==> src/hdl/qtmd_pkg.sv <==
// shared constants and types for the quadrature trapezoid move driver
`timescale 1ns / 1ps
`default_nettype none

package qtmd_pkg;

  // default width of the internal encoder count
  localparam int unsigned POSITION_BITS_DEF = 24;

  // field widths
  localparam int unsigned ANG_W     = 10;
  localparam int unsigned DUTY_W    = 15;
  localparam int unsigned CFG_W     = 16;
  localparam int unsigned RAMP_W    = 2;
  localparam int unsigned POS_OUT_W = 24;
  localparam int unsigned TDATA_W   = 48;
  localparam int unsigned CFG_IDX_W = 2;

  // angle to counts: q = (|angle| * counts_per_rev + 180) / 360
  localparam int unsigned MAG_W      = ANG_W + CFG_W - 1;
  localparam int unsigned ROUND_BIAS = 180;
  // divide by 360 as a shift by 3 and a reciprocal multiply by 1/45
  localparam int unsigned PRE_SHIFT   = 3;
  localparam int unsigned Y_W         = MAG_W - PRE_SHIFT;
  localparam int unsigned RECIP_W     = 23;
  localparam int unsigned RECIP_SHIFT = 28;
  // ceil(2^28 / 45), exact for any dividend below 2^22
  localparam logic [RECIP_W-1:0] RECIP45 = RECIP_W'(5965233);
  localparam int unsigned Q_W    = 17;
  localparam int unsigned GOAL_W = Q_W + 1;
  localparam logic [Q_W-1:0] Q_MAX = Q_W'(((2 ** MAG_W) - 1 + ROUND_BIAS) / 360);

  // register reset values
  localparam logic [CFG_W-1:0]  CPR_RST  = CFG_W'(5264);
  localparam logic [CFG_W-1:0]  TOL_RST  = CFG_W'(15);
  localparam logic              NEG_RST  = 1'b1;
  localparam logic [RAMP_W-1:0] RAMP_RST = RAMP_W'(1);

  // configuration register indexes
  typedef enum logic [CFG_IDX_W-1:0] {
    CFG_CPR  = 2'd0,
    CFG_TOL  = 2'd1,
    CFG_NEG  = 2'd2,
    CFG_RAMP = 2'd3
  } cfg_reg_e;

endpackage

`default_nettype wire

==> src/hdl/quadrature_trapezoid_move_driver.sv <==
// quadrature counter with a trapezoidal duty profile, top level
//
// Each input item on the s_axis channel is one clock sample of the encoder
// lines together with an optional move start and a profile tick; each item
// gives exactly one result item on m_axis with duty, direction, busy flag,
// position count and a move-done pulse.
// The cfg channel writes the four profile registers; it is always ready and
// should be used only while no item is in flight.
// The result passes four register stages after the item is accepted: input
// register, multiplier stage, reciprocal divide stage, profile and result
// register. Throughput: one item per cycle while m_axis is ready, as the
// four register stages each take a new item every clock unless stalled.
// A stalled m_axis holds the result register; upstream stages keep filling
// empty slots, and s_axis_tready drops only once all four stages are full.
// Reset clears the encoder count, the move state and the duty level, and
// loads the registers with counts_per_rev 5264, tolerance 15, negated
// position and ramp step 1.
`timescale 1ns / 1ps
`default_nettype none

module quadrature_trapezoid_move_driver
  import qtmd_pkg::*;
#(
  parameter int unsigned POSITION_BITS = POSITION_BITS_DEF
) (
  input  wire logic                 clk_i,
  input  wire logic                 rst_ni,
  // input items
  input  wire logic                 s_axis_tvalid,
  output      logic                 s_axis_tready,
  // enc_a, enc_b, start_move, target_angle[9:0], duty_max[14:0],
  // duty_min[14:0], profile_tick, zero fill
  input  wire logic [TDATA_W-1:0]   s_axis_tdata,
  // result items
  output      logic                 m_axis_tvalid,
  input  wire logic                 m_axis_tready,
  // duty_us[14:0], drive_dir, busy_res, position_count[23:0], move_done,
  // zero fill
  output      logic [TDATA_W-1:0]   m_axis_tdata,
  // register writes
  input  wire logic                 cfg_valid_i,
  output      logic                 cfg_ready_o,
  input  wire logic [CFG_IDX_W-1:0] cfg_index_i,
  input  wire logic [CFG_W-1:0]     cfg_data_i
);

  localparam int unsigned MP_W = POSITION_BITS + 1;
  localparam int unsigned E_W  = POSITION_BITS + 2;
  localparam int unsigned T_W  = E_W + 1;
  localparam int unsigned T3_W = E_W + 3;
  localparam int unsigned PRODQ_W = Y_W + RECIP_W;

  // configuration registers
  logic [CFG_W-1:0]  cpr_q, tol_q;
  logic              neg_q;
  logic [RAMP_W-1:0] ramp_q;

  assign cfg_ready_o = 1'b1;

  always_ff @(posedge clk_i or negedge rst_ni) begin
    if (!rst_ni) begin
      cpr_q  <= CPR_RST;
      tol_q  <= TOL_RST;
      neg_q  <= NEG_RST;
      ramp_q <= RAMP_RST;
    end else if (cfg_valid_i) begin
      unique case (cfg_reg_e'(cfg_index_i))
        CFG_CPR:  cpr_q  <= cfg_data_i;
        CFG_TOL:  tol_q  <= cfg_data_i;
        CFG_NEG:  neg_q  <= cfg_data_i[0];
        CFG_RAMP: ramp_q <= cfg_data_i[RAMP_W-1:0];
        default:  cpr_q  <= cpr_q;
      endcase
    end
  end

  // pipeline valids and flow control
  logic va_q, vb_q, vc_q, vo_q;
  logic ra, rb, rc, ro;
  logic mv_in, mv_ab, mv_bc, mv_co;

  assign ro = !vo_q || m_axis_tready;
  assign rc = !vc_q || ro;
  assign rb = !vb_q || rc;
  assign ra = !va_q || rb;
  assign s_axis_tready = ra;
  assign mv_in = s_axis_tvalid && ra;
  assign mv_ab = va_q && rb;
  assign mv_bc = vb_q && rc;
  assign mv_co = vc_q && ro;

  always_ff @(posedge clk_i or negedge rst_ni) begin
    if (!rst_ni) begin
      va_q <= 1'b0;
      vb_q <= 1'b0;
      vc_q <= 1'b0;
      vo_q <= 1'b0;
    end else begin
      if (ra) va_q <= s_axis_tvalid;
      if (rb) vb_q <= va_q;
      if (rc) vc_q <= vb_q;
      if (ro) vo_q <= vc_q;
    end
  end

  // stage a: input register
  logic                    a_enc_a_q, a_enc_b_q, a_start_q, a_tick_q;
  logic signed [ANG_W-1:0] a_ang_q;
  logic [DUTY_W-1:0]       a_dmax_q, a_dmin_q;

  always_ff @(posedge clk_i) begin
    if (mv_in) begin
      a_enc_a_q <= s_axis_tdata[0];
      a_enc_b_q <= s_axis_tdata[1];
      a_start_q <= s_axis_tdata[2];
      a_ang_q   <= s_axis_tdata[12:3];
      a_dmax_q  <= s_axis_tdata[27:13];
      a_dmin_q  <= s_axis_tdata[42:28];
      a_tick_q  <= s_axis_tdata[43];
    end
  end

  // stage b: quadrature decode, count update, angle times counts_per_rev
  logic                            last_a_q, last_b_q;
  logic signed [POSITION_BITS-1:0] enc_q, enc_d;
  logic                            ch_a, ch_b, step_up, step_dn;
  logic [ANG_W-1:0]                ang_abs;
  logic signed [MP_W-1:0]          mp_d;

  always_comb begin
    ch_a    = a_enc_a_q ^ last_a_q;
    ch_b    = a_enc_b_q ^ last_b_q;
    step_up = 1'b0;
    step_dn = 1'b0;
    if (ch_a && !ch_b) begin
      step_up = a_enc_a_q ^ a_enc_b_q;
      step_dn = !(a_enc_a_q ^ a_enc_b_q);
    end else if (ch_b && !ch_a) begin
      step_up = !(a_enc_a_q ^ a_enc_b_q);
      step_dn = a_enc_a_q ^ a_enc_b_q;
    end
    enc_d = enc_q;
    if (step_up) enc_d = enc_q + POSITION_BITS'(1);
    else if (step_dn) enc_d = enc_q - POSITION_BITS'(1);
    mp_d    = neg_q ? -MP_W'(enc_d) : MP_W'(enc_d);
    ang_abs = a_ang_q[ANG_W-1] ? ANG_W'(-a_ang_q) : ANG_W'(a_ang_q);
  end

  always_ff @(posedge clk_i or negedge rst_ni) begin
    if (!rst_ni) begin
      last_a_q <= 1'b0;
      last_b_q <= 1'b0;
      enc_q    <= '0;
    end else if (mv_ab) begin
      last_a_q <= a_enc_a_q;
      last_b_q <= a_enc_b_q;
      enc_q    <= enc_d;
    end
  end

  logic                   b_start_q, b_tick_q, b_ang_neg_q;
  logic [DUTY_W-1:0]      b_dmax_q, b_dmin_q;
  logic [MAG_W-1:0]       b_mag_q;
  logic signed [MP_W-1:0] b_mp_q;

  always_ff @(posedge clk_i) begin
    if (mv_ab) begin
      b_start_q   <= a_start_q;
      b_tick_q    <= a_tick_q;
      b_ang_neg_q <= a_ang_q[ANG_W-1];
      b_dmax_q    <= a_dmax_q;
      b_dmin_q    <= a_dmin_q;
      b_mag_q     <= MAG_W'(ang_abs) * MAG_W'(cpr_q);
      b_mp_q      <= mp_d;
    end
  end

  // stage c: rounded divide by 360 and goal sign
  logic [MAG_W-1:0]         mag_round;
  logic [Y_W-1:0]           y_div;
  logic [PRODQ_W-1:0]       prod_q;
  logic [Q_W-1:0]           q_d;
  logic signed [GOAL_W-1:0] goal_c_d;

  always_comb begin
    mag_round = b_mag_q + MAG_W'(ROUND_BIAS);
    y_div     = mag_round[MAG_W-1:PRE_SHIFT];
    prod_q    = PRODQ_W'(y_div) * PRODQ_W'(RECIP45);
    q_d       = prod_q[RECIP_SHIFT +: Q_W];
    goal_c_d  = b_ang_neg_q ? -GOAL_W'(q_d) : GOAL_W'(q_d);
  end

  logic                            c_start_q, c_tick_q;
  logic [DUTY_W-1:0]               c_dmax_q, c_dmin_q;
  logic signed [GOAL_W-1:0]        c_goal_q;
  logic signed [MP_W-1:0]          c_mp_q;
  logic signed [POSITION_BITS-1:0] c_enc_q;

  always_ff @(posedge clk_i) begin
    if (mv_bc) begin
      c_start_q <= b_start_q;
      c_tick_q  <= b_tick_q;
      c_dmax_q  <= b_dmax_q;
      c_dmin_q  <= b_dmin_q;
      c_goal_q  <= goal_c_d;
      c_mp_q    <= b_mp_q;
      c_enc_q   <= enc_q;
    end
  end

  // stage d: start and tick handling of the move state
  logic signed [GOAL_W-1:0] goal_q, goal_d;
  logic signed [E_W-1:0]    span_q, span_d;
  logic [E_W-1:0]           sabs_q, sabs_d;
  logic [DUTY_W-1:0]        lvl_q, lvl_d;
  logic                     dir_q, dir_d, mov_q, mov_d, done_d;
  logic signed [E_W-1:0]    e_start, e_state, e_tick;
  logic [E_W-1:0]           eabs_tick, tol_ext;
  logic signed [T_W-1:0]    trav_diff;
  logic [T_W-1:0]           trav;
  logic [T3_W-1:0]          trav3, sabs1, sabs2;
  logic [DUTY_W-1:0]        ramp_ext;

  always_comb begin
    tol_ext  = E_W'(tol_q);
    ramp_ext = DUTY_W'(ramp_q);
    e_start  = E_W'(c_goal_q) - E_W'(c_mp_q);
    e_state  = E_W'(goal_q) - E_W'(c_mp_q);
    goal_d   = goal_q;
    span_d   = span_q;
    sabs_d   = sabs_q;
    mov_d    = mov_q;
    dir_d    = dir_q;
    lvl_d    = lvl_q;
    done_d   = 1'b0;
    // new move request
    if (c_start_q) begin
      goal_d = c_goal_q;
      span_d = e_start;
      sabs_d = e_start[E_W-1] ? E_W'(-e_start) : E_W'(e_start);
      if (sabs_d > tol_ext) begin
        mov_d = 1'b1;
      end else begin
        mov_d  = 1'b0;
        done_d = 1'b1;
      end
    end
    // profile step
    e_tick    = c_start_q ? e_start : e_state;
    eabs_tick = e_tick[E_W-1] ? E_W'(-e_tick) : E_W'(e_tick);
    trav_diff = T_W'(span_d) - T_W'(e_tick);
    trav      = trav_diff[T_W-1] ? T_W'(-trav_diff) : T_W'(trav_diff);
    trav3     = (T3_W'(trav) << 1) + T3_W'(trav);
    sabs1     = T3_W'(sabs_d);
    sabs2     = T3_W'(sabs_d) << 1;
    if (c_tick_q && mov_d) begin
      if (eabs_tick <= tol_ext) begin
        mov_d  = 1'b0;
        done_d = 1'b1;
      end else begin
        dir_d = !e_tick[E_W-1];
        if (trav3 < sabs1) begin
          // first third: ramp up
          if (lvl_q < c_dmax_q) lvl_d = lvl_q + DUTY_W'(1);
        end else if (trav3 < sabs2) begin
          // middle third: hold at peak
          lvl_d = c_dmax_q;
        end else if (T3_W'(trav) <= sabs1) begin
          // last third: ramp down, saturating at zero
          if (lvl_q > c_dmin_q) lvl_d = (lvl_q > ramp_ext) ? lvl_q - ramp_ext : '0;
        end
      end
    end
  end

  always_ff @(posedge clk_i or negedge rst_ni) begin
    if (!rst_ni) begin
      goal_q <= '0;
      span_q <= '0;
      sabs_q <= '0;
      lvl_q  <= '0;
      dir_q  <= 1'b0;
      mov_q  <= 1'b0;
    end else if (mv_co) begin
      goal_q <= goal_d;
      span_q <= span_d;
      sabs_q <= sabs_d;
      lvl_q  <= lvl_d;
      dir_q  <= dir_d;
      mov_q  <= mov_d;
    end
  end

  // result register
  logic signed [31:0]     enc_ext;
  logic [DUTY_W-1:0]      out_duty_q;
  logic                   out_dir_q, out_busy_q, out_done_q;
  logic [POS_OUT_W-1:0]   out_pos_q;

  assign enc_ext = 32'(c_enc_q);

  always_ff @(posedge clk_i) begin
    if (mv_co) begin
      out_duty_q <= mov_d ? lvl_d : '0;
      out_dir_q  <= dir_d;
      out_busy_q <= mov_d;
      out_pos_q  <= enc_ext[POS_OUT_W-1:0];
      out_done_q <= done_d;
    end
  end

  assign m_axis_tvalid = vo_q;
  assign m_axis_tdata  = {6'b0, out_done_q, out_pos_q, out_busy_q, out_dir_q, out_duty_q};

  // a move that just ended never reports busy in the same item
  a_done_not_busy: assert property (@(posedge clk_i) disable iff (!rst_ni)
    m_axis_tvalid |-> !(out_done_q && out_busy_q))
    else $error("move_done and busy_res both set");

  // reciprocal divide stays within the reachable goal range
  a_goal_range: assert property (@(posedge clk_i) disable iff (!rst_ni)
    vb_q |-> (q_d <= Q_MAX))
    else $error("goal quotient out of range");

  // the encoder count moves only when an item enters stage b
  a_enc_step: assert property (@(posedge clk_i) disable iff (!rst_ni)
    (enc_q != $past(enc_q)) |-> $past(mv_ab))
    else $error("encoder count changed without an item");

  // an idle result never drives a duty
  a_idle_duty: assert property (@(posedge clk_i) disable iff (!rst_ni)
    (m_axis_tvalid && !out_busy_q) |-> (out_duty_q == '0))
    else $error("nonzero duty while idle");

endmodule

`default_nettype wire
==> config.mk <==
export PLATFORM = sky130hd
export DESIGN_NAME = quadrature_trapezoid_move_driver
export DESIGN_NICKNAME = d
export VERILOG_FILES = /design/src/hdl/qtmd_pkg.sv /design/src/hdl/quadrature_trapezoid_move_driver.sv
export SDC_FILE = /design/constraint.sdc
export NUM_CORES = 2
export LEC_CHECK = 0
export ABC_AREA = 1
export BUFFER_PORTS_ARGS = -buffer_cell sky130_fd_sc_hd__buf_4
export CAP_MARGIN = 20
export CORE_ASPECT_RATIO = 0.7
export CORE_MARGIN = 2
export CORE_UTILIZATION = 45
export CTS_CLUSTER_SIZE = 14
export DETAILED_ROUTE_END_ITERATION = 8
export SLEW_MARGIN = 40
export SYNTH_ARGS = -nofsm -noshare
export SYNTH_HDL_FRONTEND = slang
export SYNTH_SLANG_ARGS = --single-unit
export TNS_END_PERCENT = 30
==> constraint.sdc <==
create_clock -name clk_i -period 8.5 [get_ports clk_i]
set_clock_uncertainty 0.2 [all_clocks]
set_input_delay 0.85 -clock clk_i [delete_from_list [all_inputs] [get_ports clk_i]]
set_output_delay 0.85 -clock clk_i [all_outputs]
set_load 0.05 [all_outputs]
==> out/qor.yml <==
start_kind: "flip-flop"
ys.flop_type: "edfxtp_1"
ctsHtreeMaxLevel: 2
cp_slowest_cell: "edfxtp_1"
clk_path_buf_depth: 3
portBuffers: 110
yosysUniqueCellTypes: 70
mostFrequentLayoutCell: "nand2_1"
critPathTopFamily: "compound AO/OA/AOI/OAI gates"
yosys.area_share.xor_xnor: 0.0570
status: "finished, violations left"
grt_pass1_wl_mm: 188
gp_congestion: 0.977
synth.avg_cell_area_sq_um: 8.18
yosys.area_share.adder: 0.266
dr.pass1.iters: 5
synth_edf_count: 266
die-area_sq_um: 93200
grt_max_degree: 91
diodes: 0
fin_crit_sh: 1.05
grtUsageTotal: 0.257
ys_seq_area_frac: 0.289
required_ns: 8.75
fin_setup_tns_ns: -10.23
cts_tree: "yes"
layout.nets: 6410
crit_top_cell: "nand2_2"
final_cell_mix: "nand2_1, inv_1, buf_4"
clock_latency_ns: 0.61
worstPathMaxFanout: 8
cp.arrival_ns: 9.18
cts.clk_slew.worst_paths_ns: 0.06
r2r_setup_slack_ns: -0.42
async_flop_share: 0.364
antenna_found_initial: 0
relSlewSlack: 0.431
setup_viol: 37
synth_mux_area_frac: 0
hold_violations: 0
fillers: 8270
drive_gt1_frac: 0.203
rsz0062_at_grt: "true"
synth_compound_area_frac: 0.0852
die_x_um: 364
initial_core_util: 0.454
ant_nets: 0
max_stage_delay_ns: 0.41
postLayoutSetupSlackWorst_ns: -0.423
drcViolationCount: 0
synth_simple_gate_area_frac: 0.205
maxCapViolations: 0
ctsRootBufferMaster: "clkbuf_16"
num_rows: 92
grt_overflow: 0
ioPinCount: 122
max_freq_mhz: 112
ys_warn_count: 0
synth_seq_cells: 418
area_delta_synth_final_pct: 22.5
dp_hpwl_mm: 94.7
core_area_sq_um: 90000
vias: 34900
synth_top_family_by_area: "adder cells"
wl_mm: 118
final_period_minus_worst_setup_slack_ns: 8.92
crit_buf_inv: 9
cts_buffers: 49
via_per_inst: 5.07
post_drt_wl_per_cell_um: 17.1
drt-initial-drc-count: 2895
end_kind: "flip-flop"
critical_path_class: "reg -> reg"
syn-cell-area_sq_um: 40900
final-max-slew-violation-count: 0
grt_pass1_vias: 34000
tightest_slew_ns: 0.848
violations: "negative setup slack"
hp-class: "reg -> reg"
syn_inst: 4994
die_h_um: 256
clock_sinks: 418
## logic make-up (layout without fill, tap and decap cells)
family,count (synthesis),in the layout
flops,418,418
buf+inv,1028,1684
other cells,2,7
simple gates,1932,1932
xor+xnor,264,264
compound gates,626,626
fa+ha+maj,724,724
## layout make-up
cell class / instances / area [sq um] / area share
Timing Repair Buffer: 686 / 5300 / 0.106
Clock buffer: 60 / 1320 / 0.0263
Tap cell: 1222 / 1530 / 0.0306
Multi-Input combinational cell: 3553 / 26400 / 0.527
Inverter: 907 / 3420 / 0.0684
Sequential cell: 418 / 11800 / 0.236
Clock inverter: 31 / 297 / 0.00593
## state kept, by name, summed over array words and instances, names as in the netlist, 10 cells and up, named ones only
register	count
c_enc_q	24
a_ang_q	10
b_mag_q	23
b_dmin_q	15
out_pos_q	24
cpr_q	16
span_q	23
tol_q	16
c_mp_q	25
goal_q	18
c_dmin_q	15
enc_q	24
c_goal_q	18
out_duty_q	15
a_dmin_q	15
b_dmax_q	15
sabs_q	26
c_dmax_q	15
a_dmax_q	15
b_mp_q	25
lvl_q	15
## through the flow
stage	utilization	hold slack [ns]	cells	setup slack [ns]	cell area, sq um
after global placement	0.519	0.201	6733	-0.607	46700
after CTS	0.551	0.177	6863	-0.158	49600
final	0.556	0.205	6877	-0.423	50000
after global routing	0.556	0.193	6877	-0.944	50000
after detailed placement	0.519	0.205	6733	-0.652	46800
after floorplan	-	0.200	4999	-0.0749	41000
## Yosys cell counts, drive strengths merged (2+ instances only)
cell type	instances	area, sq um
o211ai	8	60.1
fa	242	4840
o31ai	14	105
a31oi	13	93.8
clkbuf	85	319
nor3	71	395
nand3b	8	60.1
clkinv	2	7.51
o221ai	7	61.3
o21ai	295	1490
and3	7	43.8
xnor2	50	438
nor4	25	163
conb	2	7.51
o21a	5	37.5
a21oi	216	1080
o21bai	17	128
and2	4	26.3
dfrtp	142	3550
inv	905	3400
ha	482	6030
a211oi	10	75.1
o22ai	2	12.5
xor2	214	1890
a2111oi	2	17.5
a21boi	7	56.3
a31o	3	26.3
o2111ai	3	26.3
nor2	331	1310
a221oi	3	26.3
buf	36	257
nand3	236	1290
a21o	15	113
or2	21	131
nand4	83	526
nand2	1143	4400
edfxtp	266	7990
dfstp	10	263
## layer usage
metal / global-route usage / share of wire / vias to the layer above
met5: 0 / 0 / -
met4: 0.0358 / 0.012 / 0
met3: 0.0451 / 0.081 / 91
met2: 0.343 / 0.38 / 999
met1: 0.429 / 0.53 / 16400
li1: - / - / 17400
## final timing paths
check	startpoint	cells past startpoint	to
max	c_mp_q[0]$_DFFE_PP_	59	out_duty_q[0]$_SDFFCE_PN0P_
min	b_mp_q[8]$_DFFE_PP_	0	c_mp_q[8]$_DFFE_PP_
max reg2reg	c_mp_q[0]$_DFFE_PP_	59	out_duty_q[0]$_SDFFCE_PN0P_
min reg2reg	b_mp_q[8]$_DFFE_PP_	0	c_mp_q[8]$_DFFE_PP_
max in group asynchronous	rst_ni	3	enc_q[3]$_DFFE_PN0P_
min in group asynchronous	rst_ni	2	span_q[21]$_DFFE_PN0P_
## what timing repair did
action                                  4_1_cts  5_1_grt
endpoints found under the hold margin        33        0
hold buffers                                  1        0
setup buffers                                36       14
gates cloned                                  3        0
pin swaps                                   112       32
resized for setup                           176       74
endpoints found under the setup margin       42       43
Power is left out: the tool's default activity adds up to more than one toggle a clock period on the data nets, which glitch-free logic cannot reach.
